## config.mk

```make
export PLATFORM = sky130hd
export DESIGN_NAME = psu_predict
export DESIGN_NICKNAME = d
export VERILOG_FILES = /design/src/rtl/core/png_scanline_unfilter_assert.svh /design/src/rtl/core/psu_pkg.sv /design/src/rtl/core/psu_predict.sv
export SDC_FILE = /design/constraint.sdc
export NUM_CORES = 1
export LEC_CHECK = 0
export ABC_AREA = 1
export BUFFER_PORTS_ARGS = -buffer_cell sky130_fd_sc_hd__buf_2
export CORE_MARGIN = 5
export CORE_UTILIZATION = 35
export DETAILED_ROUTE_END_ITERATION = 8
export PLACE_DENSITY = 0.65
export SYNTH_ARGS = -nofsm -noshare
export SYNTH_HDL_FRONTEND = slang
export SYNTH_SLANG_ARGS = --single-unit
```

## constraint.sdc

```tcl
create_clock -name vclk -period 4.49
set_input_delay 0.2245 -clock vclk [all_inputs]
set_output_delay 0.2245 -clock vclk [all_outputs]
set_load 0.005 [all_outputs]
```

## src/rtl/core/png_scanline_unfilter_assert.svh

```systemverilog
// ----------------------------------------------------------------------------
// png scanline unfilter assertion macros
// Shorthand for the concurrent checks that are clocked and disabled in reset.
// ----------------------------------------------------------------------------
`ifndef PNG_SCANLINE_UNFILTER_ASSERT_SVH
`define PNG_SCANLINE_UNFILTER_ASSERT_SVH

// consequent checked in the same cycle as the antecedent
`define PSU_ASSERT_SAME(label, clk, rst, ante, cons) \
   label: assert property (@(posedge clk) disable iff (rst) (ante) |-> (cons)) \
      else $error("png scanline unfilter: check failed");

// consequent checked in the cycle after the antecedent
`define PSU_ASSERT_NEXT(label, clk, rst, ante, cons) \
   label: assert property (@(posedge clk) disable iff (rst) (ante) |=> (cons)) \
      else $error("png scanline unfilter: check failed");

`endif

```

## src/rtl/core/psu_pkg.sv

```systemverilog
// ----------------------------------------------------------------------------
// psu_pkg
// Shared types and constants of the png scanline unfilter.
// ----------------------------------------------------------------------------
`default_nettype none

package psu_pkg;

   localparam int unsigned MAX_ROW_BYTES_DEF   = 8192;
   localparam int unsigned MAX_PIXEL_BYTES_DEF = 8;

   localparam int unsigned BYTE_W       = 8;
   localparam int unsigned ROW_BYTES_W  = 14;
   localparam int unsigned STRIDE_W     = 4;
   localparam int unsigned CSR_ADDR_W   = 1;
   localparam int unsigned CSR_DATA_W   = 14;
   localparam int unsigned REQ_USER_W   = 2;

   typedef logic [CSR_ADDR_W-1:0] csr_index_type;

   localparam csr_index_type CSR_ROW_BYTES    = 1'b0;
   localparam csr_index_type CSR_PIXEL_STRIDE = 1'b1;

   // tuser bit positions on the request side
   localparam int unsigned REQ_USER_FILTER = 0;
   localparam int unsigned REQ_USER_CLEAR  = 1;

   typedef enum logic [2:0] {
      FILT_NONE  = 3'd0,
      FILT_SUB   = 3'd1,
      FILT_UP    = 3'd2,
      FILT_AVG   = 3'd3,
      FILT_PAETH = 3'd4
   } filter_type;

   // unknown filter codes fall back to none
   function automatic filter_type decode_filter(input logic [BYTE_W-1:0] code);
      filter_type kind;
      kind = FILT_NONE;
      if (code <= BYTE_W'(FILT_PAETH)) begin
         kind = filter_type'(code[2:0]);
      end
      return kind;
   endfunction

endpackage

`default_nettype wire

```

## src/rtl/core/psu_predict.sv

```systemverilog
// ----------------------------------------------------------------------------
// psu_predict
// Filter predictor: none, sub, up, average and paeth from left, above and
// upper-left bytes.
// ----------------------------------------------------------------------------
`default_nettype none

module psu_predict (
   input  wire psu_pkg::filter_type         kind,
   input  wire logic [psu_pkg::BYTE_W-1:0]  left_byte,
   input  wire logic [psu_pkg::BYTE_W-1:0]  above_byte,
   input  wire logic [psu_pkg::BYTE_W-1:0]  corner_byte,
   output logic      [psu_pkg::BYTE_W-1:0]  pred
);
   import psu_pkg::*;

   localparam int unsigned DIFF_W = BYTE_W + 2;

   logic [BYTE_W:0]          avg_sum;
   logic signed [DIFF_W-1:0] da;
   logic signed [DIFF_W-1:0] db;
   logic signed [DIFF_W-1:0] dc;
   logic [DIFF_W-1:0]        pa;
   logic [DIFF_W-1:0]        pb;
   logic [DIFF_W-1:0]        pc;
   logic [BYTE_W-1:0]        paeth_pick;

   always_comb begin
      avg_sum = {1'b0, left_byte} + {1'b0, above_byte};

      da = $signed({2'b00, above_byte}) - $signed({2'b00, corner_byte});
      db = $signed({2'b00, left_byte}) - $signed({2'b00, corner_byte});
      dc = da + db;
      pa = (da < 0) ? DIFF_W'(-da) : DIFF_W'(da);
      pb = (db < 0) ? DIFF_W'(-db) : DIFF_W'(db);
      pc = (dc < 0) ? DIFF_W'(-dc) : DIFF_W'(dc);

      // ties go to left, then above
      if ((pa <= pb) && (pa <= pc)) begin
         paeth_pick = left_byte;
      end else if (pb <= pc) begin
         paeth_pick = above_byte;
      end else begin
         paeth_pick = corner_byte;
      end

      case (kind)
         FILT_SUB:   pred = left_byte;
         FILT_UP:    pred = above_byte;
         FILT_AVG:   pred = avg_sum[BYTE_W:1];
         FILT_PAETH: pred = paeth_pick;
         default:    pred = '0;
      endcase
   end

endmodule

`default_nettype wire

```

==> results.toml, run 1 <==
[worst_setup_path]
cp_slowest_cell = "fa_2"
worst-path-max-fanout = 6
critical_path.n_buffers_inverters = 7
critical-path-max-stage-delay_ps = 630
crit_start = "above_byte[0]"
path_delay_family = "adder cells"
worstSetupEndpoint = "pred[3]"
crit_cells = 26
criticalPathCategory = "in2out"
end_kind = "primary output"
setup.worst_path.start_class = "input pin"
critical_path_required_ps = 4270
worst_ep_arrival_time_ps = 4440

[placement]
globalplace.congestion = 0.916
post-dp-hpwl_mm = 8.35
placement.io_buffers = 35
dp_worst_setup_slack_ps = -393
dpl-instance-area_mm2 = 0.00406

[global_route]
grt_pass1_wl_mm = 19.2
global_route.usage.total = 0.202
layer_with_the_highest_usage = "met2"
met3_usage = 0.0202
grt.met1_usage = 0.243
grt_antenna_before_repair = 0
gr-usage-met2 = 0.370
grt_start_max_net_pins = 9
grt_remaining_overflow = 0
first_global_vias = 4326

[cells_and_area]
num-clock-buffers = 0
fin_area_mm2 = 0.00509
multiInputGateArea_mm2 = 0.00345
register_area_um2 = 0
num_antenna_cells = 0
final_layout_size_suffix_gt1_frac = 0.446
area_delta_synth_final_pct = 59.7
seq_cells = 0
mostFrequentLayoutCells = "buf_4, nand2_1, inv_1"
layout_commonest_cell = "buf_4"
final_nets = 768
fillers = 758

[routing]
viasPerCell = 5.26
drt_drc_violations_left = 0
dr.pass1.iters = 6
wire_per_inst_um = 14.9
antenna_violating_nets_post_route = 0
vias = 4121
drt_iter0_drc = 275
drt-total-wl_mm = 11.7

[run]
max-cap-violations = 0

[sta]
final-max-slew-violation-count = 0
layout_worst_path_cycle_share = 1.04
timing_hold_violations_final = 0
grt_setup_unrepaired = "true"
postLayoutSetupSlackWorst_ps = -170
fin_worst_hold_slack_ps = 861
max_freq_ghz = 0.215
worst_slew_margin_rel = 0.327
post-route-min-period_ps = 4660
worst_slew_pin_slew_ps = 1000
final-setup-viol-count = 8
tns_ps = -1130

[die]
die_h_um = 105
floorplan.initialDensity = 0.362
fp-row-count = 34
dieArea_mm2 = 0.0111
standard_cell_core_area_mm2 = 0.00881
floorplan.io_pins = 35
die_width_um = 105

[synthesis]
cell_area_after_technology_mapping_mm2 = 0.00319
ys_seq_area_frac = 0
yosys_warnings = 0
instance_count_of_the_mapped_netlist = 522
post_synth_num_cell_types = 37
syn_avg_cell_area_um2 = 6.10

[power_and_ir_drop]
post-layout-total-power_mw = 2.07
static-leakage-power_nw = 2.64
power.density_mw_per_mm2 = 407
max-vdd-ir-drop_mv = 0.167

[hold_path]
hp-class = "in2out"

[clock_network]
ctsHoldBuffers = 0

[status]
failed_checks = "setup timing"
run_status = "complete, but fails checks"
==> power breakdown <==
group          total [mW]  internal, mW  switching, mW  leakage (nW)
combinational        2.07         0.954           1.11          2.64
sequential              0             0              0             0
clock                   0             0              0             0
==> metrics by stage <==
stage          utilization  instances
6_report             0.578        783
5_1_grt              0.578        783
4_1_cts              0.563        780
3_5_place_dp         0.461        739
3_3_place_gp         0.461        739
2_1_floorplan            -        524
==> cell type report <==
| cell class | instances | area share |
|---|---|---|
| Timing Repair Buffer | 153 | 0.224 |
| Multi-Input combinational cell | 430 | 0.679 |
| Tap cell | 108 | 0.0266 |
| Inverter | 92 | 0.0711 |
==> synth_stat cells <==
| cell type | n | share of area |
|---|---|---|
| a21oi_2 | 2 | 0.0055 |
| o221ai_1 | 4 | 0.011 |
| buf_2 | 1 | 0.0016 |
| ha_1 | 60 | 0.24 |
| nand3b_1 | 5 | 0.012 |
| nand2_2 | 11 | 0.022 |
| nand3_1 | 33 | 0.052 |
| xnor2_1 | 5 | 0.014 |
| o31ai_1 | 2 | 0.0047 |
| o21bai_1 | 7 | 0.016 |
| fa_1 | 4 | 0.025 |
| nand2_1 | 112 | 0.13 |
| nand3_4 | 2 | 0.011 |
| a21boi_0 | 4 | 0.0094 |
| inv_1 | 88 | 0.10 |
| xor2_1 | 19 | 0.052 |
| o22ai_1 | 4 | 0.0079 |
| nor2_2 | 2 | 0.0039 |
| inv_2 | 4 | 0.0047 |
| o21ai_2 | 1 | 0.0027 |
| o21ai_0 | 24 | 0.038 |
| or2_2 | 3 | 0.0059 |
| o21ai_1 | 2 | 0.0031 |
| nor2_1 | 42 | 0.049 |
| nand4_1 | 13 | 0.026 |
| a211oi_1 | 4 | 0.0094 |
| o211ai_1 | 6 | 0.014 |
| a31oi_1 | 1 | 0.0020 |
| a21oi_1 | 23 | 0.036 |
| clkbuf_1 | 1 | 0.0012 |
| nand3_2 | 7 | 0.022 |
| a21o_1 | 1 | 0.0024 |
| o21a_1 | 3 | 0.0071 |
| nor3_1 | 8 | 0.013 |
| nand2_4 | 11 | 0.039 |
| conb_1 | 2 | 0.0024 |
| buf_6 | 1 | 0.0035 |
==> kinds of logic after synthesis <==
group | count (synthesis) | synth area share
simple gates | 249 | 0.386
xor+xnor | 24 | 0.0660
fa+ha+maj | 64 | 0.261
other cells | 2 | 0.00236
compound gates | 88 | 0.170
buf+inv | 95 | 0.115
==> routing by layer <==
| layer | wire, um | vias to the layer above |
|---|---|---|
| met3 | 579 | 42 |
| met4 | 406 | 0 |
| met1 | 4860 | 1915 |
| li1 | - | 2041 |
| met5 | 0 | - |
| met2 | 5840 | 123 |
==> worst min-delay path by stage <==
stage | start | end | slack (ps) | depth (start not counted)
detailed placement | left_byte[7] | pred[7] | 850 | 4
global route | left_byte[7] | pred[7] | 890 | 4
finish | left_byte[7] | pred[7] | 860 | 4
CTS | left_byte[7] | pred[7] | 860 | 4
global placement | left_byte[7] | pred[7] | 840 | 4
floorplan | left_byte[6] | pred[6] | 620 | 2
==> repair_timing <==
action | CTS | global route
hold endpoints to repair | 0 | 0
gates resized for setup | 118 | 35
pin swaps | 78 | 45
setup endpoints to repair | 8 | 8
gates cloned | 3 | 0
buffers inserted | 39 | 4
Power figures use the tool's default switching activity.
==> run 2, diff against run 1 <==
--- a/config.mk
+++ b/config.mk
@@ -7,6 +7,7 @@
 export LEC_CHECK = 0
 export ABC_AREA = 1
 export BUFFER_PORTS_ARGS = -buffer_cell sky130_fd_sc_hd__buf_2
+export CORE_ASPECT_RATIO = 1.75
 export CORE_MARGIN = 5
 export CORE_UTILIZATION = 35
 export DETAILED_ROUTE_END_ITERATION = 8
==> run 2 against run 1 <==
Against the previous run:
- the flow still finishes with violations (setup timing)
- critical path depth unchanged
- routed wire length decreased by 4.9%
- combinational power decreased by 6%
- hold slack got worse by 7.5 ps
==> results.toml, run 2 (same netlist as run 1, synthesis figures left out) <==
[routing]
length_of_routed_met3_wiring_um = 179
drt-total-wl_mm = 11.1
viasPerCell = 5.10
vias = 3985
top_signal_layer_used = "met4"
detail_route.wirelength.met1_mm = 3.65
dr.pass1.iters = 4
wl_met2_mm = 6.50
antenna_violating_nets_post_route = 0
wire_per_inst_um = 14.2
drt_drc_violations_left = 0
drt_iter0_drc = 123

[cells_and_area]
area_delta_synth_final_pct = 54.2
num-clock-buffers = 0
mostFrequentLayoutCells = "buf_4, nand2_1, inv_1"
register_area_um2 = 0
fin_area_mm2 = 0.00491
seq_cells = 0
final_layout_size_suffix_gt1_frac = 0.421
layout_commonest_cell = "buf_4"
final_core_util = 0.547
num_antenna_cells = 0
final_nets = 755

[power_and_ir_drop]
sequentialPowerShare = 0
comb_power_share = 1.000
max-vdd-ir-drop_mv = 0.146
power_switching_share = 0.534
internal-power_mw = 0.910
static-leakage-power_nw = 2.55
power.switching_mw = 1.04
share_clk_of_total_power = 0
post-layout-total-power_mw = 1.95
power.density_mw_per_mm2 = 398

[worst_setup_path]
criticalPathCategory = "in2out"
critical_path.n_buffers_inverters = 6
end_kind = "primary output"
worst_ep_arrival_time_ps = 4350
setup.worst_path.start_class = "input pin"
worst-path-max-fanout = 7
critical_path.most_common_cell = "o211ai_1"
critical_path_required_ps = 4270
path_delay_family = "adder cells"
cp_slowest_cell = "fa_2"
critical-path-max-stage-delay_ps = 600

[run]
max-cap-violations = 0

[global_route]
grt_pass1_wl_mm = 17.7
grt_remaining_overflow = 0
grt_start_max_net_pins = 9
global_route.usage.total = 0.199
first_global_vias = 4197
grt_antenna_before_repair = 0

[sta]
fin_worst_hold_slack_ps = 854
max_freq_ghz = 0.219
worst_slew_margin_rel = 0.348
layout_worst_path_cycle_share = 1.02
final-setup-viol-count = 8
final-max-slew-violation-count = 0
timing_hold_violations_final = 0
postLayoutSetupSlackWorst_ps = -80.3
worst_slew_pin_slew_ps = 970
post-route-min-period_ps = 4570
grt_setup_unrepaired = "true"

[die]
die_width_um = 82.1
standard_cell_core_area_mm2 = 0.00898
floorplan.initialDensity = 0.355
die_h_um = 136
dieArea_mm2 = 0.0112
floorplan.io_pins = 35
fp-row-count = 46

[placement]
dpl-instance-area_mm2 = 0.00416
dp_worst_setup_slack_ps = -597
post-dp-hpwl_mm = 9.27
globalplace.congestion = 0.876
placement.io_buffers = 35

[hold_path]
hp-class = "in2out"

[status]
run_status = "complete, but fails checks"
failed_checks = "setup timing"

[clock_network]
ctsHoldBuffers = 0
[run 2: final cells by class]
class / count / area, um2
fill: 886 / 4070
inverter: 92 / 365
multi-input combinational: 429 / 3370
tap: 120 / 150
timing repair buffer: 141 / 1020
[run 2: through the flow]
step,TNS (ps),std cells
after floorplan,0,524
after global placement,-3020,764
after detailed placement,-4350,764
after CTS,-712,774
after global routing,-2600,782
final,-280,782
[run 2: tightest hold or removal path: cells and delay by family]
| family | cells | cell delay (ps) |
|---|---|---|
| AO/OA/AOI/OAI | 1 | 100 |
| AND/OR/NAND/NOR | 1 | 80 |
| buffers and inverters | 2 | 230 |
[run 2: worst paths after layout]
path	startpoint	to	slack, ps	cells after the start
setup / recovery	left_byte[0]	pred[6]	-80	26
hold / removal	left_byte[7]	pred[7]	850	4
[run 2: power groups by stage]
stage | combinational, mW | sequential (mW) | clock (mW)
after floorplan | 0.944 | 0 | 0
after global placement | 1.43 | 0 | 0
after detailed placement | 1.47 | 0 | 0
after CTS | 1.65 | 0 | 0
after global routing | 2.15 | 0 | 0
final | 1.95 | 0 | 0
[run 2: what timing repair did]
item,4_1_cts,5_1_grt
endpoints found under the setup margin,8,8
endpoints found under the hold margin,0,0
resized for setup,58,86
cloned,1,0
buffers inserted,10,8
pin swaps,29,71
[run 2: metal layers]
metal	up-vias	track usage
met2	99	0.412
met3	52	0.00398
li1	2012	-
met1	1822	0.175
met4	0	0.122
met5	-	0
